`config.mk`:
```
export PLATFORM = sky130hd
export DESIGN_NAME = mzc_visit_map
export DESIGN_NICKNAME = d
export VERILOG_FILES = /design/src/sv/mzc_pkg.sv /design/src/sv/mzc_visit_map.sv
export SDC_FILE = /design/constraint.sdc
export NUM_CORES = 1
export LEC_CHECK = 0
export BUFFER_PORTS_ARGS = -buffer_cell sky130_fd_sc_hd__buf_2
export CORE_MARGIN = 1
export CORE_UTILIZATION = 35
export DETAILED_ROUTE_END_ITERATION = 10
export GPL_TIMING_DRIVEN = 0
export HOLD_SLACK_MARGIN = 0.1
export PLACE_DENSITY = 0.58
export SETUP_SLACK_MARGIN = 0.5
export SYNTH_ARGS = -nofsm -noshare
export SYNTH_HDL_FRONTEND = slang
export SYNTH_SLANG_ARGS = --single-unit
```
`constraint.sdc`:
```
create_clock -name clk -period 28.2 [get_ports clk]
set_clock_uncertainty 0.15 [all_clocks]
set_input_delay 8.46 -clock clk [delete_from_list [all_inputs] [get_ports clk]]
set_output_delay 8.46 -clock clk [all_outputs]
set_load 0.02 [all_outputs]
```
`src/sv/mzc_pkg.sv`:
```
`timescale 1ns / 1ps

package mzc_pkg;

	// Default grid capacity.
	localparam int unsigned MAX_ROWS_DEF = 32;
	localparam int unsigned MAX_COLS_DEF = 32;

	// Register indexes of the configuration port.
	localparam logic REG_GRID_ROWS = 1'b0;
	localparam logic REG_GRID_COLS = 1'b1;

	// Reset value of both grid dimension registers.
	localparam logic [5:0] GRID_DIM_RESET = 6'd16;

	// Neighbour directions, in the order they are examined.
	localparam logic [1:0] DIR_UP    = 2'd0;
	localparam logic [1:0] DIR_LEFT  = 2'd1;
	localparam logic [1:0] DIR_RIGHT = 2'd2;
	localparam logic [1:0] DIR_DOWN  = 2'd3;

	typedef enum logic [1:0] {
		ACT_CARVE     = 2'd0,
		ACT_BACKTRACK = 2'd1,
		ACT_DONE      = 2'd2,
		ACT_RESTARTED = 2'd3
	} action_t;

	typedef struct packed {
		logic [15:0] random_value;
		logic        restart;
	} item_t;

	typedef struct packed {
		action_t    action;
		logic [4:0] from_row;
		logic [4:0] from_col;
		logic [4:0] to_row;
		logic [4:0] to_col;
		logic [1:0] carve_dir;
		logic [2:0] open_count;
	} result_t;

	// Dimension actually used: saturated into the range two to the grid capacity.
	function automatic logic [5:0] used_dim(logic [5:0] v, int unsigned maxv);
		logic [5:0] res;
		if (v < 6'd2) begin
			res = 6'd2;
		end else if (32'(v) > maxv) begin
			res = 6'(maxv);
		end else begin
			res = v;
		end
		return res;
	endfunction

	// Remainder by three: base-four digits are summed twice, then a small table.
	function automatic logic [1:0] mod3_16(logic [15:0] v);
		logic [4:0] s1;
		logic [2:0] s2;
		logic [1:0] res;
		s1 = 5'd0;
		for (int i = 0; i < 8; i++) begin
			s1 = s1 + 5'(v[2*i +: 2]);
		end
		s2 = 3'(s1[1:0]) + 3'(s1[3:2]) + 3'(s1[4]);
		case (s2)
			3'd0, 3'd3, 3'd6: res = 2'd0;
			3'd1, 3'd4, 3'd7: res = 2'd1;
			3'd2, 3'd5:       res = 2'd2;
			default:          res = 2'd0;
		endcase
		return res;
	endfunction

endpackage

```
`src/sv/mzc_visit_map.sv`:
```
`timescale 1ns / 1ps

// Visited bit per cell, with a clearing sweep after reset and on request.
module mzc_visit_map #(
	parameter int unsigned CELLS = mzc_pkg::MAX_ROWS_DEF * mzc_pkg::MAX_COLS_DEF,
	localparam int unsigned CW = $clog2(CELLS)
) (
	input  logic          clk,
	input  logic          arst_n,
	input  logic          clear_start,
	output logic          busy,
	input  logic          wr_en,
	input  logic [CW-1:0] wr_addr,
	input  logic [CW-1:0] rd_addr,
	output logic          rd_data
);

	logic          mem_q [CELLS];
	logic          busy_q;
	logic [CW-1:0] clr_q;
	logic          rd_q;

	always_ff @(posedge clk or negedge arst_n) begin
		if (!arst_n) begin
			busy_q <= 1'b1;
			clr_q  <= '0;
		end else if (clear_start) begin
			busy_q <= 1'b1;
			clr_q  <= '0;
		end else if (busy_q) begin
			if (clr_q == CW'(CELLS - 1)) begin
				busy_q <= 1'b0;
			end
			clr_q <= clr_q + CW'(1);
		end
	end

	always_ff @(posedge clk) begin
		if (busy_q) begin
			mem_q[clr_q] <= 1'b0;
		end else if (wr_en) begin
			mem_q[wr_addr] <= 1'b1;
		end
		rd_q <= mem_q[rd_addr];
	end

	assign busy    = busy_q;
	assign rd_data = rd_q;

endmodule

```
==> flow_metrics.tcl <==
set metrics [dict create \
    cts_resized 0 \
    root_buffer "clkbuf_16" \
    async_reset_ff_share_pct 1.06 \
    synthCells 3205 \
    critPathMaxFanout 9 \
    total_power_mw 3.24 \
    drt_iter0_drc 5314 \
    max-slew-margin-rel_pct -10.9 \
    p_int_mw 2.51 \
    cts_buffer_depth 3 \
    synth_edf_count 1024 \
    min_path_type "register to register" \
    dpl.hpwl_um 104000 \
    switchingPower_mw 0.739 \
    tightest_slew_ns 1.66 \
    grt_pass1_wl_um 220000 \
    rsz0062_at_grt "false" \
    port_buffers 21 \
    multiInputGateArea_um2 12900 \
    postSynthAreaPerCell_um2 14.2 \
    status "finished with violations" \
    synth-simple-area-share_pct 11.4 \
    ys.flop_type "edfxtp_1" \
    holdBufCountCts 0 \
    cts_buffers 109 \
    synthAdderAreaFrac_pct 0.0276 \
    vdd_drop_max_mv 0.0500 \
    critical_path_class "input pin to register" \
    seq_power_share_pct 51.4 \
    drv_cap 1 \
    ys_seq_elements 1036 \
    grt_use_total_pct 24.2 \
    cts.clk_slew.worst_paths_ns 0.06 \
    min_period_ns 12.94 \
    startpoint_type "input pin" \
    fin_ws_ns 15.26 \
    synth_compound_area_share_pct 3.33 \
    syn-num-nets 3230 \
    antenna_found_initial 8 \
    cts_tree "done" \
    clock_latency_ns 0.71 \
    vias_per_cell 5.82 \
    finalHoldViolations 0 \
    drtPass1Iterations 6 \
    grt_pass1_vias 28200 \
    fmax_ghz 0.0773 \
    fin_setup_tns_ns 0 \
    synth.distinct_cells 72 \
    die_area_um2 131000 \
    post-cts-setup-buffers 0 \
    top_level_ports 26 \
    grt_max_degree 185 \
    vias 30100 \
    syn2layout_area_growth_pct 13.0 \
    critical_path_arrival_ns 13.29 \
    setup_viol 0 \
    clkPwrFrac_pct 43.2 \
    place_ws_ns 14.82 \
    die_x_um 362 \
    fillers 12200 \
    drv_slew 11 \
    synth-xor-area-share_pct 0.135 \
    core-area_um2 128000 \
    final_util_pct 40.0 \
    power.leakage_nw 15.6 \
    ant_nets 0 \
    start_util_pct 35.4 \
    power.density_nw_per_um2 63.3 \
    synth_top_family_by_area "multiplexers" \
    drt_wl_total_um 161000 \
    gr-total-overflow 0 \
    violations "capacitance limit, slew limit" \
    cp.required_ns 28.55 \
    end_kind "register" \
    synthMuxAreaShare_pct 13.4 \
    ys_warn_count 0 \
    switching_share_pct 22.8 \
    drc_errors 0 \
    drive_gt1_share_pct 13.4 \
    clock-sinks 1036 \
    row_count 131 \
    ctsHtreeMaxLevel 3 \
    yosysSeqAreaShare_pct 68.4 \
    die_h_um 362 \
    pwr-share-comb_pct 5.4 \
    post-route-period-util_pct 45.9 \
    netlist_area_um2 45400 \
    regArea_um2 31000 \
    fin_nets 3372 \
    wl_per_cell_um 31.1 \
    gp_congestion 0.971 \
]
## logic make-up after synthesis
kind of cell | Yosys count
multiplexers | 335
adder cells (fa/ha/maj) | 1
XOR/XNOR | 7
buffers and inverters | 305
flip-flops | 1036
AO/OA/AOI/OAI | 209
AND/OR/NAND/NOR | 1312
## worst max-delay path, stage by stage
cell and delay (ns):
clkbuf_1 0.52, nor2b_1 1.08, nand2_1 0.53, a2111oi_0 0.97, or4_1 0.23, a221oi_1 0.12, a2111oi_1 0.58, nor3b_1 0.11
o2111ai_1 0.65
## per-layer routing
metal  vias up  track usage (%)  wire, um
met2      2012             36.8     71200
met3       406             5.64     19200
met1     15600             33.3     62400
li1      12100                -         -
met5         -                0        11
met4         2             9.80      7770
## power groups by stage
stage               registers [mW]  logic, mW  clock network [mW]
finish                        1.67      0.177                1.40
global route                  1.67      0.178                1.46
CTS                           1.67      0.172                1.40
detailed placement            1.70      0.171                   0
global placement              1.70      0.171                   0
floorplan                     1.70     0.0912                   0
## cells in the final DEF (no fill, tap or decap), types with 17 or more instances in the layout
master and count:
mux4_1 17, mux4_2 197, mux2i_1 121, clkbuf_1 154, nor2_1 1065, nand2b_1 18
clkbuf_16 110, clkinv_2 18, buf_4 19, nor3_1 17, nand3_1 21, a21oi_1 33
a22oi_1 40, buf_1 91, clkinv_1 31, buf_2 46, o22ai_1 21, nand2_1 129
o221ai_1 32, edfxtp_1 1024
## flip-flops by register name (all words and copies together) (netlist names)
signal   cells
mem_q     1024
clr_q       10
busy         1
rd_data      1
## final cells by class
cell class | count | area share [%]
sequential | 1036 | 60.5
multi-input combinational | 1864 | 25.1
clock buffer | 132 | 5.53
tap | 1729 | 4.22
buffer | 295 | 2.83
clock inverter | 65 | 1.04
timing repair buffer | 31 | 0.644
inverter | 10 | 0.0732
antenna | 6 | 0.0293
## final timing paths
kind	cells after the start	start	slack, ns	endpoint
setup / recovery	9	rd_addr[5]	15.26	rd_data
hold / removal	2	clr_q[7]	0.47	clr_q[7]
setup reg to reg	11	busy	23.54	mem_q[755]
hold reg to reg	2	clr_q[7]	0.47	clr_q[7]
max in group asynchronous	1	arst_n	20.14	busy
min in group asynchronous	1	arst_n	7.49	clr_q[2]
## synth_stat cells (6+ instances only)
cell type,n,area share [%]
mux2i_1,121,2.7
buf_2,25,0.28
dfrtp_1,10,0.55
buf_1,92,0.76
mux4_2,197,9.8
clkbuf_1,133,1.1
mux4_1,17,0.98
a211oi_1,7,0.12
nor2b_1,13,0.18
and2_1,7,0.096
or3_1,8,0.11
nor2_1,1067,8.8
o22ai_1,21,0.29
a2111oi_0,7,0.14
nand2b_1,18,0.25
nand2_1,129,1.1
a21oi_1,33,0.36
inv_1,8,0.066
a221oi_1,6,0.12
buf_6,16,0.40
buf_4,19,0.31
o221ai_1,32,0.62
o21ai_0,15,0.17
nand3_1,21,0.23
a31oi_1,10,0.14
edfxtp_1,1024,68
nand4_1,7,0.096
nor3_1,17,0.19
a22oi_1,40,0.66
## metrics by stage
stage          instances  hold WS (ns)  cell area, um^2
2_1_floorplan       3205         0.400            45400
3_3_place_gp        4955         0.452            47700
3_5_place_dp        4964         0.462            47900
4_1_cts             5161         0.470            51300
5_1_grt             5162         0.506            51300
6_report            5168         0.473            51300
(Power assumes the default switching activity.)
