===== src/sv/mzc_pkg.sv =====
`timescale 1ns / 1ps

package mzc_pkg;

	// Default grid capacity.
	localparam int unsigned MAX_ROWS_DEF = 32;
	localparam int unsigned MAX_COLS_DEF = 32;

	// Register indexes of the configuration port.
	localparam logic REG_GRID_ROWS = 1'b0;
	localparam logic REG_GRID_COLS = 1'b1;

	// Reset value of both grid dimension registers.
	localparam logic [5:0] GRID_DIM_RESET = 6'd16;

	// Neighbour directions, in the order they are examined.
	localparam logic [1:0] DIR_UP    = 2'd0;
	localparam logic [1:0] DIR_LEFT  = 2'd1;
	localparam logic [1:0] DIR_RIGHT = 2'd2;
	localparam logic [1:0] DIR_DOWN  = 2'd3;

	typedef enum logic [1:0] {
		ACT_CARVE     = 2'd0,
		ACT_BACKTRACK = 2'd1,
		ACT_DONE      = 2'd2,
		ACT_RESTARTED = 2'd3
	} action_t;

	typedef struct packed {
		logic [15:0] random_value;
		logic        restart;
	} item_t;

	typedef struct packed {
		action_t    action;
		logic [4:0] from_row;
		logic [4:0] from_col;
		logic [4:0] to_row;
		logic [4:0] to_col;
		logic [1:0] carve_dir;
		logic [2:0] open_count;
	} result_t;

	// Dimension actually used: saturated into the range two to the grid capacity.
	function automatic logic [5:0] used_dim(logic [5:0] v, int unsigned maxv);
		logic [5:0] res;
		if (v < 6'd2) begin
			res = 6'd2;
		end else if (32'(v) > maxv) begin
			res = 6'(maxv);
		end else begin
			res = v;
		end
		return res;
	endfunction

	// Remainder by three: base-four digits are summed twice, then a small table.
	function automatic logic [1:0] mod3_16(logic [15:0] v);
		logic [4:0] s1;
		logic [2:0] s2;
		logic [1:0] res;
		s1 = 5'd0;
		for (int i = 0; i < 8; i++) begin
			s1 = s1 + 5'(v[2*i +: 2]);
		end
		s2 = 3'(s1[1:0]) + 3'(s1[3:2]) + 3'(s1[4]);
		case (s2)
			3'd0, 3'd3, 3'd6: res = 2'd0;
			3'd1, 3'd4, 3'd7: res = 2'd1;
			3'd2, 3'd5:       res = 2'd2;
			default:          res = 2'd0;
		endcase
		return res;
	endfunction

endpackage


===== src/sv/mzc_nbr_unit.sv =====
`timescale 1ns / 1ps

// Neighbour address unit, shared by the four neighbour reads and by the move.
module mzc_nbr_unit #(
	parameter int unsigned MAX_ROWS = mzc_pkg::MAX_ROWS_DEF,
	parameter int unsigned MAX_COLS = mzc_pkg::MAX_COLS_DEF,
	localparam int unsigned RW = $clog2(MAX_ROWS),
	localparam int unsigned CLW = $clog2(MAX_COLS),
	localparam int unsigned CW = $clog2(MAX_ROWS * MAX_COLS)
) (
	input  logic [RW-1:0]  row,
	input  logic [CLW-1:0] col,
	input  logic [1:0]     dir,
	input  logic [5:0]     rows_used,
	input  logic [5:0]     cols_used,
	output logic           ok,
	output logic [RW-1:0]  nrow,
	output logic [CLW-1:0] ncol,
	output logic [CW-1:0]  idx
);

	int unsigned r;
	int unsigned c;
	int unsigned nr;
	int unsigned nc;
	int unsigned rows;
	int unsigned cols;

	always_comb begin
		r    = 32'(row);
		c    = 32'(col);
		rows = 32'(rows_used);
		cols = 32'(cols_used);
		nr   = r;
		nc   = c;
		ok   = 1'b0;
		case (dir)
			mzc_pkg::DIR_UP: begin
				ok = (r > 0) && (r - 1 < rows) && (c < cols);
				nr = r - 1;
			end
			mzc_pkg::DIR_LEFT: begin
				ok = (c > 0) && (c - 1 < cols) && (r < rows);
				nc = c - 1;
			end
			mzc_pkg::DIR_RIGHT: begin
				ok = (c + 1 < cols) && (r < rows);
				nc = c + 1;
			end
			mzc_pkg::DIR_DOWN: begin
				ok = (r + 1 < rows) && (c < cols);
				nr = r + 1;
			end
			default: begin
				ok = 1'b0;
			end
		endcase
		nrow = RW'(nr);
		ncol = CLW'(nc);
		idx  = ok ? CW'(32'(nrow) * MAX_COLS + 32'(ncol)) : '0;
	end

endmodule


===== config.mk =====
export PLATFORM = sky130hd
export DESIGN_NAME = mzc_nbr_unit
export DESIGN_NICKNAME = d
export VERILOG_FILES = /design/src/sv/mzc_pkg.sv /design/src/sv/mzc_nbr_unit.sv
export SDC_FILE = /design/constraint.sdc
export NUM_CORES = 1
export LEC_CHECK = 0
export ABC_AREA = 1
export BUFFER_PORTS_ARGS = -buffer_cell sky130_fd_sc_hd__buf_2
export CORE_MARGIN = 3
export CORE_UTILIZATION = 25
export DETAILED_ROUTE_END_ITERATION = 8
export GPL_ROUTABILITY_DRIVEN = 0
export MAX_ROUTING_LAYER = met4
export PLACE_DENSITY_LB_ADDON = 0.25
export REMOVE_ABC_BUFFERS = 1
export SYNTH_ARGS = -nofsm -noshare
export SYNTH_HDL_FRONTEND = slang
export SYNTH_SLANG_ARGS = --single-unit

===== constraint.sdc =====
create_clock -name vclk -period 5.9
set_clock_uncertainty 0.15 [all_clocks]
set_input_delay 0.885 -clock vclk [all_inputs]
set_output_delay 0.885 -clock vclk [all_outputs]
set_load 0.005 [all_outputs]

==> out/results.ini, run 1 <==
[status]
status = complete, no violations

[global_route]
grt_pass1_vias = 1491
grt_usage = 0.121
grt_pass1_wl_um = 7050
grt_max_degree = 14
antenna_found_initial = 0
overflow = 0

[place]
postPlaceCellArea_sq_um = 1780
dp.cells = 369
post-place-ws_ns = 1.84
hpwl_um = 3690
io_buffers = 45

[floorplanning]
core-area_sq_um = 5710
die_x_um = 84.1
fp-row-count = 27
die_h_um = 84.1
pin_count = 45
dieArea_sq_um = 7070
start_util = 0.267

[synthesis]
synth_area_leader_cell = ha_1
synthDistinctLibCells = 30
ys_top_cells_by_area = ha_1, nand2_1, inv_1, a21oi_2, xor2_1
synth_area_sq_um = 1520
yosysTopAreaCellShare = 0.296
synth.avg_cell_area_sq_um = 5.91
synth_warnings = 0
syn_inst = 258
yosysSeqAreaShare = 0

[cells_and_area]
seq_cells = 0
clockBufferCount = 0
final.fill_count = 657
seq_area_sq_um = 0
drive_gt1_frac = 0.219
nNetsFinal = 359
design_area_sq_um = 1780
final_cells = 369
n_antenna_cell = 0
area_growth_pct = 16.7

[critical_path]
start_kind = primary input
cp.arrival_ns = 3.04
cp-startpoint = col[0]
cp_max_fo = 11
crit_path_end_kind = output port
critPathKind = primary input to output port
crit_required_ns = 4.87

[detailed_routing]
viasPerCell = 4.44
ant_nets = 0
post_drt_wl_per_cell_um = 11.6
route.vias.total = 1638
drc = 0
wirelength_um = 4280
dr.pass1.iters = 4
initialDrtViolationCount = 48

[sta]
finalSetupViolCount = 0
fmax_ghz = 0.246
fin_setup_tns_ns = 0
rsz0062_at_grt = no
tightest_slew_ns = 0.400
slew_viol_final = 0
fin_ws_ns = 1.83
fin_crit_sh = 0.690
hold_viol = 0
max_slew_margin = 0.733
min_period_ns = 4.07

[cts]
hold_buffers = 0
cts_setup_buffers = 0
cts_resized = 0

[pwr]
powerDensity_nw_per_um2 = 89.2
peakVddDrop_uv = 32.1
p_total_uw = 159
leakage_uw = 0.00114

[job]
cap_violations = 0

[hold_path]
min_from = row[0]
holdCritPathClass = primary input to output port

## Yosys cell counts
library cell  instances
nand2_1              72
inv_1                52
ha_1                 36
nor2_1               18
nand3_1              13
a21oi_1               9
a21oi_2               9
xor2_1                8
o21ai_0               7
buf_6                 3
nand2_2               3
or2_2                 3
a211oi_1              2
a21o_1                2
inv_2                 2
nand4_1               2
nor2_2                2
o211ai_1              2
o21ai_1               2
a21boi_0              1
a21boi_1              1
a22oi_1               1
buf_2                 1
buf_4                 1
clkbuf_8              1
nor2_4                1
nor3_1                1
nor3b_1               1
o21a_1                1
o21bai_1              1
## path summary, 6_finish.rpt
| check | cells past startpoint | slack (ns) | end |
|---|---|---|---|
| min | 4 | 2.04 | nrow[0] |
| max | 17 | 1.83 | idx[8] |
## metal layers
layer | vias up | wire length, um | part of all wire | GRT usage
met5 | - | 0 | 0 | -
met4 | 0 | 0 | 0 | 0.00292
met3 | 0 | 178 | 0.042 | 0.00691
met2 | 37 | 2050 | 0.48 | 0.207
met1 | 713 | 2050 | 0.48 | 0.164
li1 | 888 | - | - | -
## through the flow
stage	util	hold WS (ns)
CTS	0.312	2.05
finish	0.312	2.04
detailed placement	0.312	2.05
global placement	0.312	2.05
global route	0.312	2.09
floorplan	-	1.72
## kinds of logic (layout without fill, tap and decap cells)
family,after synthesis,after routing,synth area share
AO/OA/AOI/OAI,38,38,0.165
adder cells (fa/ha/maj),36,36,0.296
buffers and inverters,60,99,0.172
XOR/XNOR,8,8,0.0460
AND/OR/NAND/NOR,116,116,0.321
## worst max-delay path, cell delays in order
cell     delay [ns]
buf_2          0.18
inv_1          0.10
ha_1           0.25
nand3_1        0.12
inv_1          0.06
or2_2          0.29
ha_1           0.18
nand2_1        0.05
nand2_1        0.05
inv_1          0.05
nand2_1        0.05
nor2_1         0.09
nand2_1        0.05
nand2_1        0.07
nand2_2        0.20
a21oi_2        0.24
buf_2          0.13
## cell type report
| class | count | area [sq um] | area share |
|---|---|---|---|
| multi-input cells | 198 | 1260 | 0.709 |
| inverters | 54 | 203 | 0.114 |
| well taps | 72 | 90.1 | 0.0506 |
| repair buffers | 45 | 225 | 0.127 |
## cell usage in the layout (no fill, tap or decap)
cell type  netlist  routed
a211oi_1         2       2
a21boi_1         1       1
o21ai_1          2       2
inv_1           52      52
buf_2            1      45
nand2_2          3       3
a22oi_1          1       1
nor3b_1          1       1
o21ai_0          7       7
nor2_2           2       2
or2_2            3       3
nor3_1           1       1
nand2_1         72      72
nor2_1          18      18
nand4_1          2       2
a21oi_1          9       9
o21bai_1         1       1
xor2_1           8       8
nor2_4           1       1
inv_2            2       2
a21oi_2          9       9
ha_1            36      36
a21o_1           2       2
a21boi_0         1       1
nand3_1         13      13
o211ai_1         2       2
o21a_1           1       1
## report_power, final
part | internal [uW] | total, uW | switching, uW
combinational | 62.8 | 159 | 95.9
sequential | 0 | 0 | 0
clock | 0 | 0 | 0
total | 62.8 | 159 | 95.9
No activity file was read; power rests on OpenSTA's default activity.
==> inputs of run 2 (changes only) <==
--- a/config.mk
+++ b/config.mk
@@ -5,7 +5,7 @@
 export SDC_FILE = /design/constraint.sdc
 export NUM_CORES = 1
 export LEC_CHECK = 0
-export ABC_AREA = 1
+export ABC_AREA = 0
 export BUFFER_PORTS_ARGS = -buffer_cell sky130_fd_sc_hd__buf_2
 export CORE_MARGIN = 3
 export CORE_UTILIZATION = 25
==> constraint.sdc (replaced) <==
create_clock -name vclk -period 4.1
set_clock_uncertainty 0.15 [all_clocks]
set_input_delay 0.615 -clock vclk [all_inputs]
set_output_delay 0.615 -clock vclk [all_outputs]
set_load 0.005 [all_outputs]
==> run 2 against run 1 <==
Compared with the run above: critical path depth decreased by 6; hold slack got worse by 0.53 ns; power rose by 34%; via count is 10% lower; die area decreased by 6.4%; sequential share of layout area is the same; final cell count fell by 17%; non-clock buffer count up 4; sequential cell count did not move; worst setup slack worse by 1.7 ns; area after synthesis is 6.9% lower; largest power group unchanged.
==> out/results.ini, run 2 <==
[critical_path]
critPathKind = primary input to output port
crit_required_ns = 3.34
cp-startpoint = col[1]
slowest_delay_ns = 0.45
cp.arrival_ns = 3.17
cpMaxStageDelayCell = or3_1
crit_path_end_kind = output port
cp_max_fo = 8
path_buf_inv = 2
cp_top_family = compound AO/OA/AOI/OAI gates
crit_chain = buf_2 -> ha_1 -> and3_1 -> xor2_1 -> ha_1 -> a21o_1 -> a211oi_1 -> a32oi_1 -> or3_1 -> a21boi_1 -> buf_2
start_kind = primary input

[synthesis]
synth.avg_cell_area_sq_um = 7.17
synthMostInstantiatedCell = ha_1
yosysSeqAreaShare = 0
yosysTopAreaCellShare = 0.317
synth_warnings = 0
synth_area_leader_cell = ha_1
ys_top_cells_by_count = ha_1, inv_1, nand2_1
syn_inst = 198
synthDistinctLibCells = 45
synth_area_sq_um = 1420
ys_top_cells_by_area = ha_1, inv_1, o21ai_0, xor2_1, nand2_1

[detailed_routing]
drc = 0
ant_nets = 0
dr.pass1.iters = 4
post_drt_wl_per_cell_um = 13.1
initialDrtViolationCount = 52
route.vias.total = 1470
viasPerCell = 4.79
wirelength_um = 4010

[sta]
max_slew_margin = 0.653
fin_crit_sh = 0.959
slew_viol_final = 0
min_period_ns = 3.93
hold_viol = 0
tightest_slew_ns = 0.517
holdWs_ns = 1.51
finalSetupViolCount = 0
fmax_ghz = 0.254

[place]
io_buffers = 45
hpwl_um = 3410
dp.cells = 307

[hold_path]
min_from = row[2]
holdCritPathClass = primary input to output port

[global_route]
grt_pass1_wl_um = 6600
antenna_found_initial = 0
overflow = 0
grt_max_degree = 14
grt_usage = 0.124
grt_pass1_vias = 1360

[floorplanning]
die_h_um = 81.3
start_util = 0.268
dieArea_sq_um = 6620
pin_count = 45
fp-row-count = 26
core-area_sq_um = 5300
die_x_um = 81.3

[pwr]
peakVddDrop_uv = 61.6
powerDensity_nw_per_um2 = 124
leakage_uw = 0.000948

[cells_and_area]
area_growth_pct = 21.0
final_common_cell = buf_2
final_cell_mix = buf_2, ha_1, inv_1
drive_gt1_frac = 0.236
final.fill_count = 589
final_cells = 307
nNetsFinal = 299
seq_cells = 0
clockBufferCount = 0
n_antenna_cell = 0
seq_area_sq_um = 0

[cts]
cts_setup_buffers = 0
hold_buffers = 0

[status]
status = complete, no violations

[job]
cap_violations = 0

[run 2: cell count changes after synthesis, moves of 5 or more]
cell,change
buf_2,+5
nor3_1,+5
nor2b_1,+5
a21oi_2,-9
o21ai_0,+6
nor2_1,-6
nand2_1,-58
xnor2_1,+5
inv_1,-28
nand3_1,-9
[run 2: timing repair]
action                     in CTS  in global routing
gates resized for setup         0                  1
setup endpoints to repair       0                  5
hold endpoints to repair        0                  0
[run 2: area by class of cell]
| type | count | area [sq um] | share of cell area |
|---|---|---|---|
| inverters | 25 | 93.8 | 0.0547 |
| well taps | 70 | 87.6 | 0.0510 |
| repair buffers | 49 | 255 | 0.149 |
| multi-input cells | 163 | 1280 | 0.746 |
[run 2: worst paths after layout]
path	endpoint	depth (start not counted)
setup / recovery	idx[9]	11
hold / removal	nrow[2]	3
[run 2: routing by layer]
metal,vias up,global-route usage,part of all wire
li1,792,-,-
met1,644,0.194,0.56
met2,34,0.181,0.40
met3,0,0.00554,0.039
met4,0,0.00338,0
met5,-,-,0
[run 2: power by group]
part	switching, uW	leakage (uW)	internal [uW]
Clock	0	0	0
Sequential	0	0	0
Combinational	117	0.000948	95.3
[run 2: kinds of logic after synthesis]
logic type	after synthesis	synth area share
xor+xnor	12	0.0741
buf+inv	35	0.101
fa+ha+maj	36	0.317
compound gates	54	0.270
mux	5	0.0370
simple gates	56	0.200
[run 2: stage by stage]
| step | instance area (sq um) | worst slack [ns] | setup TNS, ns | power (uW) | utilization |
|---|---|---|---|---|---|
| floorplan | 1370 | 0.596 | 0 | 128 | - |
| global placement | 1710 | 0.194 | 0 | 213 | 0.323 |
| CTS | 1710 | 0.165 | 0 | 215 | 0.323 |
| finish | 1720 | 0.166 | 0 | 213 | 0.324 |
| global route | 1720 | -0.0170 | -0.0271 | 244 | 0.324 |
| detailed placement | 1710 | 0.167 | 0 | 214 | 0.323 |
